$ cat config.mk
export PLATFORM = sky130hd
export DESIGN_NAME = dual_hbridge_duty_ramp_top
export DESIGN_NICKNAME = d
export VERILOG_FILES = /design/src/design/dhdr_pkg.sv /design/src/design/dhdr_cfg_regs.sv /design/src/design/dhdr_duty_shape.sv /design/src/design/dhdr_motor.sv /design/src/design/dual_hbridge_duty_ramp_top.sv
export SDC_FILE = /design/constraint.sdc
export NUM_CORES = 1
export LEC_CHECK = 0
export ABC_AREA = 1
export BUFFER_PORTS_ARGS = -buffer_cell sky130_fd_sc_hd__buf_2
export CAP_MARGIN = 20
export CORE_MARGIN = 5
export CORE_UTILIZATION = 60
export CTS_BUF_LIST = sky130_fd_sc_hd__clkbuf_16
export CTS_CLUSTER_SIZE = 20
export DETAILED_ROUTE_END_ITERATION = 8
export PLACE_DENSITY_LB_ADDON = 0.3
export SLEW_MARGIN = 20
export SYNTH_ARGS = -nofsm -noshare
export SYNTH_HDL_FRONTEND = slang
export SYNTH_SLANG_ARGS = --single-unit
$ cat constraint.sdc
create_clock -name aclk -period 9.7 [get_ports aclk]
set_clock_uncertainty 0.05 [all_clocks]
set_input_delay 0.97 -clock aclk [delete_from_list [all_inputs] [get_ports aclk]]
set_output_delay 0.97 -clock aclk [all_outputs]
set_load 0.01 [all_outputs]
$ cat src/design/dhdr_pkg.sv
package dhdr_pkg;

    // Width of the signed target and applied duty words.
    localparam int DUTY_BITS = 16;
    // PWM compare value and duty register width.
    localparam int MAG_W     = 15;
    localparam int CFG_W     = 15;
    localparam int CFG_IDX_W = 3;
    localparam int IN_DUTY_W = 16;
    localparam int MOTOR_W   = 2;

    // Set-duty shaping works one bit above the request so -max stays representable.
    localparam int SHAPE_W = IN_DUTY_W + 1;
    // Ramp math: room for applied +/- ramp_step and a negation.
    localparam int RAMP_W  = ((DUTY_BITS > MAG_W) ? DUTY_BITS : MAG_W) + 2;

    localparam logic [MAG_W-1:0] DUTY_LIMIT = MAG_W'((2 ** (DUTY_BITS - 1)) - 1);

    localparam logic [MOTOR_W-1:0] MTR_LEFT  = MOTOR_W'(0);
    localparam logic [MOTOR_W-1:0] MTR_RIGHT = MOTOR_W'(1);

    typedef logic signed [DUTY_BITS-1:0] duty_t;

    typedef enum logic [1:0] {
        KIND_SET_DUTY = 2'd0,
        KIND_TICK     = 2'd1,
        KIND_STOP     = 2'd2,
        KIND_ENABLE   = 2'd3
    } kind_t;

    typedef enum logic [1:0] {
        RES_OK        = 2'd0,
        RES_BAD_MOTOR = 2'd1,
        RES_DISABLED  = 2'd2
    } result_code_t;

    typedef enum logic [CFG_IDX_W-1:0] {
        REG_MAX_DUTY       = 3'd0,
        REG_MIN_START_DUTY = 3'd1,
        REG_RAMP_STEP      = 3'd2,
        REG_LEFT_REVERSED  = 3'd3,
        REG_RIGHT_REVERSED = 3'd4
    } cfg_index_t;

    typedef struct packed {
        logic [MAG_W-1:0] max_duty;
        logic [MAG_W-1:0] min_start_duty;
        logic [MAG_W-1:0] ramp_step;
        logic             left_reversed;
        logic             right_reversed;
    } cfg_t;

    // Per-motor command decoded from one request.
    typedef struct packed {
        logic  valid;
        logic  set_target;
        duty_t target;
        logic  tick;
        logic  stop;
        logic  brake;
    } motor_cmd_t;

    typedef struct packed {
        logic             in1;
        logic             in2;
        logic [MAG_W-1:0] magnitude;
    } motor_out_t;

endpackage

$ cat src/design/dhdr_cfg_regs.sv
module dhdr_cfg_regs (
    input  logic                            aclk,
    input  logic                            aresetn,
    input  logic                            cfg_wr_en,
    input  logic [dhdr_pkg::CFG_IDX_W-1:0]  cfg_wr_index,
    input  logic [dhdr_pkg::CFG_W-1:0]      cfg_wr_data,
    output dhdr_pkg::cfg_t                  cfg
);

    dhdr_pkg::cfg_t cfg_reg;

    always_ff @(posedge aclk) begin
        if (!aresetn) begin
            cfg_reg.max_duty       <= dhdr_pkg::MAG_W'(1000);
            cfg_reg.min_start_duty <= '0;
            cfg_reg.ramp_step      <= dhdr_pkg::MAG_W'(10);
            cfg_reg.left_reversed  <= 1'b0;
            cfg_reg.right_reversed <= 1'b0;
        end else if (cfg_wr_en) begin
            unique case (cfg_wr_index)
                dhdr_pkg::REG_MAX_DUTY:       cfg_reg.max_duty       <= cfg_wr_data;
                dhdr_pkg::REG_MIN_START_DUTY: cfg_reg.min_start_duty <= cfg_wr_data;
                dhdr_pkg::REG_RAMP_STEP:      cfg_reg.ramp_step      <= cfg_wr_data;
                dhdr_pkg::REG_LEFT_REVERSED:  cfg_reg.left_reversed  <= cfg_wr_data[0];
                dhdr_pkg::REG_RIGHT_REVERSED: cfg_reg.right_reversed <= cfg_wr_data[0];
                default: begin
                end
            endcase
        end
    end

    assign cfg = cfg_reg;

endmodule

$ cat src/design/dhdr_duty_shape.sv
module dhdr_duty_shape (
    input  logic signed [dhdr_pkg::IN_DUTY_W-1:0] duty,
    input  dhdr_pkg::cfg_t                        cfg,
    output dhdr_pkg::duty_t                       shaped
);

    localparam int W = dhdr_pkg::SHAPE_W;
    localparam logic signed [W-1:0] ZERO_W = '0;

    logic [dhdr_pkg::MAG_W-1:0] mx;
    logic [dhdr_pkg::MAG_W-1:0] mn;
    logic signed [W-1:0]        d_w;
    logic signed [W-1:0]        mx_w;
    logic signed [W-1:0]        mn_w;
    logic signed [W-1:0]        clamped;
    logic signed [W-1:0]        lifted;

    always_comb begin
        // limits saturate to the duty word range
        mx = (cfg.max_duty > dhdr_pkg::DUTY_LIMIT) ? dhdr_pkg::DUTY_LIMIT : cfg.max_duty;
        mn = (cfg.min_start_duty > dhdr_pkg::DUTY_LIMIT) ? dhdr_pkg::DUTY_LIMIT
                                                         : cfg.min_start_duty;
        d_w  = W'(duty);
        mx_w = signed'(W'(mx));
        mn_w = signed'(W'(mn));

        if (d_w > mx_w) begin
            clamped = mx_w;
        end else if (d_w < -mx_w) begin
            clamped = -mx_w;
        end else begin
            clamped = d_w;
        end

        // small non-zero values lift to the start duty, even past max
        if (clamped != ZERO_W && clamped < mn_w && clamped > -mn_w) begin
            lifted = (clamped > ZERO_W) ? mn_w : -mn_w;
        end else begin
            lifted = clamped;
        end

        shaped = dhdr_pkg::DUTY_BITS'(lifted);
    end

endmodule

$ cat src/design/dhdr_motor.sv
module dhdr_motor (
    input  logic                          aclk,
    input  logic                          aresetn,
    input  dhdr_pkg::motor_cmd_t          cmd,
    input  logic [dhdr_pkg::MAG_W-1:0]    ramp_step,
    input  logic                          reversed,
    output dhdr_pkg::motor_out_t          out_next
);

    localparam int W = dhdr_pkg::RAMP_W;
    localparam logic signed [W-1:0] ZERO_W = '0;

    dhdr_pkg::duty_t      target_reg;
    dhdr_pkg::duty_t      target_next;
    dhdr_pkg::duty_t      applied_reg;
    dhdr_pkg::duty_t      applied_next;
    dhdr_pkg::motor_out_t drive_reg;
    dhdr_pkg::motor_out_t drive_next;

    logic signed [W-1:0] a_w;
    logic signed [W-1:0] t_w;
    logic signed [W-1:0] s_w;
    logic signed [W-1:0] up_w;
    logic signed [W-1:0] dn_w;
    logic signed [W-1:0] ramped;
    logic signed [W-1:0] d_w;
    logic signed [W-1:0] abs_w;
    dhdr_pkg::motor_out_t tick_drive;

    always_comb begin
        a_w  = W'(applied_reg);
        t_w  = W'(target_reg);
        s_w  = signed'(W'(ramp_step));
        up_w = a_w + s_w;
        dn_w = a_w - s_w;

        // slew toward target, never overshoot
        if (a_w < t_w) begin
            ramped = (up_w > t_w) ? t_w : up_w;
        end else if (a_w > t_w) begin
            ramped = (dn_w < t_w) ? t_w : dn_w;
        end else begin
            ramped = a_w;
        end

        d_w = reversed ? -ramped : ramped;
        if (d_w > ZERO_W) begin
            tick_drive.in1 = 1'b1;
            tick_drive.in2 = 1'b0;
            abs_w          = d_w;
        end else if (d_w < ZERO_W) begin
            tick_drive.in1 = 1'b0;
            tick_drive.in2 = 1'b1;
            abs_w          = -d_w;
        end else begin
            tick_drive.in1 = 1'b0;
            tick_drive.in2 = 1'b0;
            abs_w          = '0;
        end
        tick_drive.magnitude = dhdr_pkg::MAG_W'(abs_w);
    end

    always_comb begin
        target_next  = target_reg;
        applied_next = applied_reg;
        drive_next   = drive_reg;
        if (cmd.valid) begin
            if (cmd.stop) begin
                target_next          = '0;
                applied_next         = '0;
                drive_next.in1       = cmd.brake;
                drive_next.in2       = cmd.brake;
                drive_next.magnitude = '0;
            end else if (cmd.set_target) begin
                target_next = cmd.target;
            end else if (cmd.tick) begin
                // applied duty kept before reversal
                applied_next = dhdr_pkg::DUTY_BITS'(ramped);
                drive_next   = tick_drive;
            end
        end
    end

    always_ff @(posedge aclk) begin
        if (!aresetn) begin
            target_reg  <= '0;
            applied_reg <= '0;
            drive_reg   <= '0;
        end else begin
            target_reg  <= target_next;
            applied_reg <= applied_next;
            drive_reg   <= drive_next;
        end
    end

    assign out_next = drive_next;

endmodule

$ cat src/design/dual_hbridge_duty_ramp_top.sv
// Dual H-bridge duty ramp. Each request carries a kind: set duty (clamped to
// +-max_duty, small non-zero values lifted to +-min_start_duty, stored as the
// motor's target), ramp tick (both applied duties step toward their targets
// by at most ramp_step and drive the pins and PWM magnitude, direction
// inverted for a reversed motor), stop one motor (coast or brake until the
// next tick) or enable/disable (disable coasts both motors and drops
// standby). Every request returns exactly one result: a status and the pin
// levels, magnitudes and standby level after the request took effect. The
// block takes one request per clock while m_ready keeps the result register
// draining. Each request is first held in the input register, then moves
// through the decode, shaping and ramp logic into the result register,
// which drives m_valid. While a result waits on m_ready the input register
// still takes one more request; s_ready then stays low until the result
// drains. Configuration writes are registered and are meant for an idle
// block; indexes beyond the five registers are ignored.
module dual_hbridge_duty_ramp_top (
    input  logic                                 aclk,
    input  logic                                 aresetn,

    input  logic                                 cfg_wr_en,
    input  logic [dhdr_pkg::CFG_IDX_W-1:0]       cfg_wr_index,
    input  logic [dhdr_pkg::CFG_W-1:0]           cfg_wr_data,

    input  logic                                 s_valid,
    output logic                                 s_ready,
    input  logic [1:0]                           s_kind,
    input  logic [dhdr_pkg::MOTOR_W-1:0]         s_motor,
    input  logic signed [dhdr_pkg::IN_DUTY_W-1:0] s_duty,
    input  logic                                 s_brake,
    input  logic                                 s_enable_flag,

    output logic                                 m_valid,
    input  logic                                 m_ready,
    output logic [1:0]                           m_status,
    output logic                                 m_left_in1,
    output logic                                 m_left_in2,
    output logic [dhdr_pkg::MAG_W-1:0]           m_left_magnitude,
    output logic                                 m_right_in1,
    output logic                                 m_right_in2,
    output logic [dhdr_pkg::MAG_W-1:0]           m_right_magnitude,
    output logic                                 m_standby_high
);

    dhdr_pkg::cfg_t cfg;

    // input register
    logic                                  in_valid_reg;
    dhdr_pkg::kind_t                       kind_reg;
    logic [dhdr_pkg::MOTOR_W-1:0]          motor_reg;
    logic signed [dhdr_pkg::IN_DUTY_W-1:0] duty_reg;
    logic                                  brake_reg;
    logic                                  enable_flag_reg;

    // shared control state
    logic enabled_reg;
    logic enabled_next;

    // result register
    logic                   m_valid_reg;
    dhdr_pkg::result_code_t status_reg;
    dhdr_pkg::result_code_t status_next;
    dhdr_pkg::motor_out_t   left_reg;
    dhdr_pkg::motor_out_t   right_reg;
    logic                   standby_reg;

    logic                   advance;
    logic                   motor_ok;
    dhdr_pkg::duty_t        shaped;
    dhdr_pkg::motor_cmd_t   left_cmd;
    dhdr_pkg::motor_cmd_t   right_cmd;
    dhdr_pkg::motor_out_t   left_next;
    dhdr_pkg::motor_out_t   right_next;

    // request moves to the result register when that register is free or drains
    assign advance = in_valid_reg && (!m_valid_reg || m_ready);
    assign s_ready = !in_valid_reg || advance;

    dhdr_cfg_regs u_cfg (
        .aclk         (aclk),
        .aresetn      (aresetn),
        .cfg_wr_en    (cfg_wr_en),
        .cfg_wr_index (cfg_wr_index),
        .cfg_wr_data  (cfg_wr_data),
        .cfg          (cfg)
    );

    always_ff @(posedge aclk) begin
        if (!aresetn) begin
            in_valid_reg <= 1'b0;
        end else if (s_ready) begin
            in_valid_reg <= s_valid;
        end
    end

    always_ff @(posedge aclk) begin
        if (s_valid && s_ready) begin
            kind_reg        <= dhdr_pkg::kind_t'(s_kind);
            motor_reg       <= s_motor;
            duty_reg        <= s_duty;
            brake_reg       <= s_brake;
            enable_flag_reg <= s_enable_flag;
        end
    end

    dhdr_duty_shape u_shape (
        .duty   (duty_reg),
        .cfg    (cfg),
        .shaped (shaped)
    );

    // Decode one request into status, per-motor commands and enable state.
    // Invalid motor is checked ahead of the disabled check; tick and stop
    // act even while disabled.
    always_comb begin
        motor_ok     = (motor_reg == dhdr_pkg::MTR_LEFT) ||
                       (motor_reg == dhdr_pkg::MTR_RIGHT);
        status_next  = dhdr_pkg::RES_OK;
        enabled_next = enabled_reg;
        left_cmd     = '0;
        right_cmd    = '0;
        left_cmd.valid   = advance;
        right_cmd.valid  = advance;
        left_cmd.target  = shaped;
        right_cmd.target = shaped;

        unique case (kind_reg)
            dhdr_pkg::KIND_SET_DUTY: begin
                if (!motor_ok) begin
                    status_next = dhdr_pkg::RES_BAD_MOTOR;
                end else if (!enabled_reg) begin
                    status_next = dhdr_pkg::RES_DISABLED;
                end else begin
                    left_cmd.set_target  = (motor_reg == dhdr_pkg::MTR_LEFT);
                    right_cmd.set_target = (motor_reg == dhdr_pkg::MTR_RIGHT);
                end
            end
            dhdr_pkg::KIND_TICK: begin
                left_cmd.tick  = 1'b1;
                right_cmd.tick = 1'b1;
            end
            dhdr_pkg::KIND_STOP: begin
                if (!motor_ok) begin
                    status_next = dhdr_pkg::RES_BAD_MOTOR;
                end
                left_cmd.stop   = (motor_reg == dhdr_pkg::MTR_LEFT);
                right_cmd.stop  = (motor_reg == dhdr_pkg::MTR_RIGHT);
                left_cmd.brake  = brake_reg;
                right_cmd.brake = brake_reg;
            end
            dhdr_pkg::KIND_ENABLE: begin
                enabled_next = enable_flag_reg;
                // emergency stop: both motors coast
                if (!enable_flag_reg) begin
                    left_cmd.stop  = 1'b1;
                    right_cmd.stop = 1'b1;
                end
            end
            default: begin
            end
        endcase
    end

    dhdr_motor u_left (
        .aclk      (aclk),
        .aresetn   (aresetn),
        .cmd       (left_cmd),
        .ramp_step (cfg.ramp_step),
        .reversed  (cfg.left_reversed),
        .out_next  (left_next)
    );

    dhdr_motor u_right (
        .aclk      (aclk),
        .aresetn   (aresetn),
        .cmd       (right_cmd),
        .ramp_step (cfg.ramp_step),
        .reversed  (cfg.right_reversed),
        .out_next  (right_next)
    );

    always_ff @(posedge aclk) begin
        if (!aresetn) begin
            enabled_reg <= 1'b0;
            m_valid_reg <= 1'b0;
        end else begin
            if (advance) begin
                enabled_reg <= enabled_next;
                m_valid_reg <= 1'b1;
            end else if (m_ready) begin
                m_valid_reg <= 1'b0;
            end
        end
    end

    // result payload: state as left by the request
    always_ff @(posedge aclk) begin
        if (advance) begin
            status_reg  <= status_next;
            left_reg    <= left_next;
            right_reg   <= right_next;
            standby_reg <= enabled_next;
        end
    end

    assign m_valid           = m_valid_reg;
    assign m_status          = status_reg;
    assign m_left_in1        = left_reg.in1;
    assign m_left_in2        = left_reg.in2;
    assign m_left_magnitude  = left_reg.magnitude;
    assign m_right_in1       = right_reg.in1;
    assign m_right_in2       = right_reg.in2;
    assign m_right_magnitude = right_reg.magnitude;
    assign m_standby_high    = standby_reg;

endmodule
==> reports/qor.csv <==
stage,metric,value,unit
run_status,outcome,finished clean,
sta,drv_slew,0,
global_routing,grtUsageTotal,35.8,%
final_layout,finalInstanceArea,20600,sq um
clock_tree,clock-sinks,207,
drt,top_layer,met4,
final_layout,nNetsFinal,3293,
run,cap_violations,0,
synthesis,synth_largest_area_cell,nand2_1,
sta,finalCritPeriodShare,74.4,%
sta,rsz0062_at_grt,false,
sta,tightestPinTransition,1040,ps
setup_path,worst-path-max-fanout,26,
power_and_ir_drop,leakagePower,10.5,nW
setup_path,crit_path_start_kind,flop,
die,die_h,189,microns
drt,vias,20600,
sta,setup_viol,0,
setup_path,cpMostUsedCell,nand2_1,
clock_tree,insertion_delay,540,ps
synthesis,ys_async_sr_fraction,0,%
power_and_ir_drop,p_per_area,178,nW/um^2
die,die-area,35800,sq um
final_layout,area_delta_synth_final,7.10,%
synthesis,yosysSeqAreaShare,24.6,%
synthesis,avgSynthCellArea,6.43,sq um
placement,portBuffers,83,
drt,drc,0,
synthesis,synthFlopType,dfxtp_1,
synthesis,ys_ff_latch,207,
synthesis,yosysTopAreaCellShare,18.1,%
global_routing,grt_pass1_vias,19100,
sta,tns,0,ps
global_routing,grt_max_degree,77,
die,die_x,189,microns
synthesis,ys.warnings.count,0,
synthesis,synth-edff-count,59,
final_layout,drive_above_1_share,6.71,%
clock_tree,cts_resized,0,
drt,firstDrtPassIters,6,
clock_tree,numCtsBuffers,24,
global_routing,grt_first_pass_wirelength,104000,microns
setup_path,arrival,7540,ps
clock_tree,post_cts_buffers,0,
clock_tree,path_clk_slew,60,ps
drt,wl_met3,6030,microns
drt,ant_nets,0,
die,fp-row-count,65,
sta,fin_crit,7210,ps
clock_tree,cts_hold_buffers,0,
sta,timing.fmax,139,MHz
drt,route.met2.wl,29000,microns
drt,routed_wl,66200,microns
setup_path,cp.required,10030,ps
synthesis,syn-cell-area,19300,sq um
die,fp.coreArea,31600,sq um
drt,drt-met1-wl,28000,microns
setup_path,criticalPathCategory,reg2reg,
placement,place_hpwl,52400,microns
setup_path,end_kind,flop,
setup_path,cp_slowest_cell,nor2_1,
power_and_ir_drop,vdd_drop_max,140,uV
final_layout,num_antenna_cells,0,
drt,drtIter0Drc,2089,
clock_tree,clk_path_buf_depth,3,
final_layout,largest_reg_flops,47,
clock_tree,root_buffer,clkbuf_16,
drt,routedWlPerCell,19.3,microns
clock_tree,cts_tree,yes,
synthesis,ys_top_cells_by_area,"nand2_1 18%, dfxtp_1 15%, ha_1 14%",
global_routing,antenna_found_initial,1,
sta,finalHoldViolations,0,
drt,vias_per_cell,5.97,
synthesis,synth_cell_types,56,
sta,slew_headroom,30.4,%
placement,gp_congestion,1.04,
synthesis,syn-num-nets,3269,
die,ios,84,
synthesis,synth_cells,2999,
hold_path,hold_class,reg2reg,
setup_path,slowest_delay,770,ps
clock_tree,htreeDepth,1,
placement,placed_area,19900,sq um
global_routing,grt-ovfl-total,0,
die,start_util,60.9,%
==> synthesized netlist by cell type (3+ instances only) <==
library cell,count
o211ai_1,28
inv_1,350
a21o_1,5
nand2_2,14
xor2_1,76
xnor2_1,4
clkbuf_1,59
nor2_2,6
ha_1,221
inv_2,9
buf_2,31
nor2_1,192
nand3_1,260
fa_1,4
nor3_1,32
o21bai_1,9
o21ai_0,121
clkinv_1,3
a22oi_1,3
nand2_1,928
and2_1,6
a21oi_2,3
nand4_1,46
o31ai_1,3
nand3_2,5
a21oi_1,278
o21a_1,10
a211oi_1,4
or2_2,20
a31oi_1,6
dfxtp_1,148
nor4_1,6
edfxtp_1,59
nand3b_1,8
buf_4,5
o21ai_1,11
==> worst max-delay path: cells and delay by family, from the launching register on <==
family                   cells  cell delay (ps)
AO/OA/AOI/OAI               11             1640
adder cells (fa/ha/maj)      3              850
buffers and inverters        5              490
flip-flops                   1              330
AND/OR/NAND/NOR             24             3640
==> final timing paths <==
kind | from | endpoint | slack (ps) | depth (start not counted)
max | u_cfg.cfg[33]$_SDFFE_PN0P_ | u_right.target_reg[12]$_SDFFE_PN0P_ | 2490 | 43
min | u_left.drive_reg[11]$_SDFF_PN0_ | u_left.drive_reg[11]$_SDFF_PN0_ | 430 | 2
max reg2reg | u_cfg.cfg[33]$_SDFFE_PN0P_ | u_right.target_reg[12]$_SDFFE_PN0P_ | 2490 | 43
min reg2reg | u_left.drive_reg[11]$_SDFF_PN0_ | u_left.drive_reg[11]$_SDFF_PN0_ | 430 | 2
==> power breakdown <==
group | switching [mW] | internal [mW] | total (mW)
clock | 0.385 | 0.543 | 0.927
sequential | 0.0280 | 0.925 | 0.953
combinational | 1.27 | 0.527 | 1.80
total | 1.68 | 1.99 | 3.68
==> metal layers <==
metal	global-route usage (%)	vias up
li1	-	9894
met1	50.0	9416
met2	56.9	1051
met3	3.98	198
met4	14.5	0
met5	0	-
==> through the flow <==
stage | utilization [%] | cells | power (mW) | worst slack (ps) | hold WS, ps
final | 65.2 | 3441 | 3.68 | 2490 | 433
after global routing | 65.2 | 3441 | 3.92 | 1690 | 458
after CTS | 65.2 | 3441 | 3.63 | 2630 | 433
after detailed placement | 62.8 | 3399 | 2.71 | 2670 | 424
after global placement | 62.8 | 3399 | 2.66 | 2720 | 420
after floorplan | - | 2999 | 2.32 | 4260 | 395
==> kinds of logic after synthesis <==
family	after synthesis	synth area share, %
AO/OA/AOI/OAI	490	13.8
XOR/XNOR	80	3.64
adder cells (fa/ha/maj)	225	14.8
buffers and inverters	461	9.36
flip-flops	207	24.6
AND/OR/NAND/NOR	1536	33.9
==> cell type report <==
class	count	area, sq um
Clock buffer	25	626
Clock inverter	17	154
Fill cell	2967	11000
Inverter	363	1360
Multi-Input combinational cell	2331	12700
Sequential cell	207	4730
Tap cell	402	503
Timing Repair Buffer	96	513
==> cell usage in the layout (no fill, tap or decap), drive strengths merged <==
master    count
o211ai       29
inv         362
and3          1
xor2         76
o221ai        2
buf          96
o21bai        9
a31o          1
fa            4
a22oi         3
nor4          6
dfxtp       148
nand3b        9
nand3       266
o31ai         3
o21ai       133
edfxtp       59
bufinv        3
nor2        200
a211oi        4
a21boi        1
a31oi         6
o22ai         2
xnor2         4
and2          7
or2          23
clkinv       14
a21o          5
a2111oi       1
ha          221
clkbuf       25
nand2       944
o21a         10
nand4        47
a21oi       281
nor3         33
clkinvlp      1
Note: power is estimated with default switching activity, not from simulation.
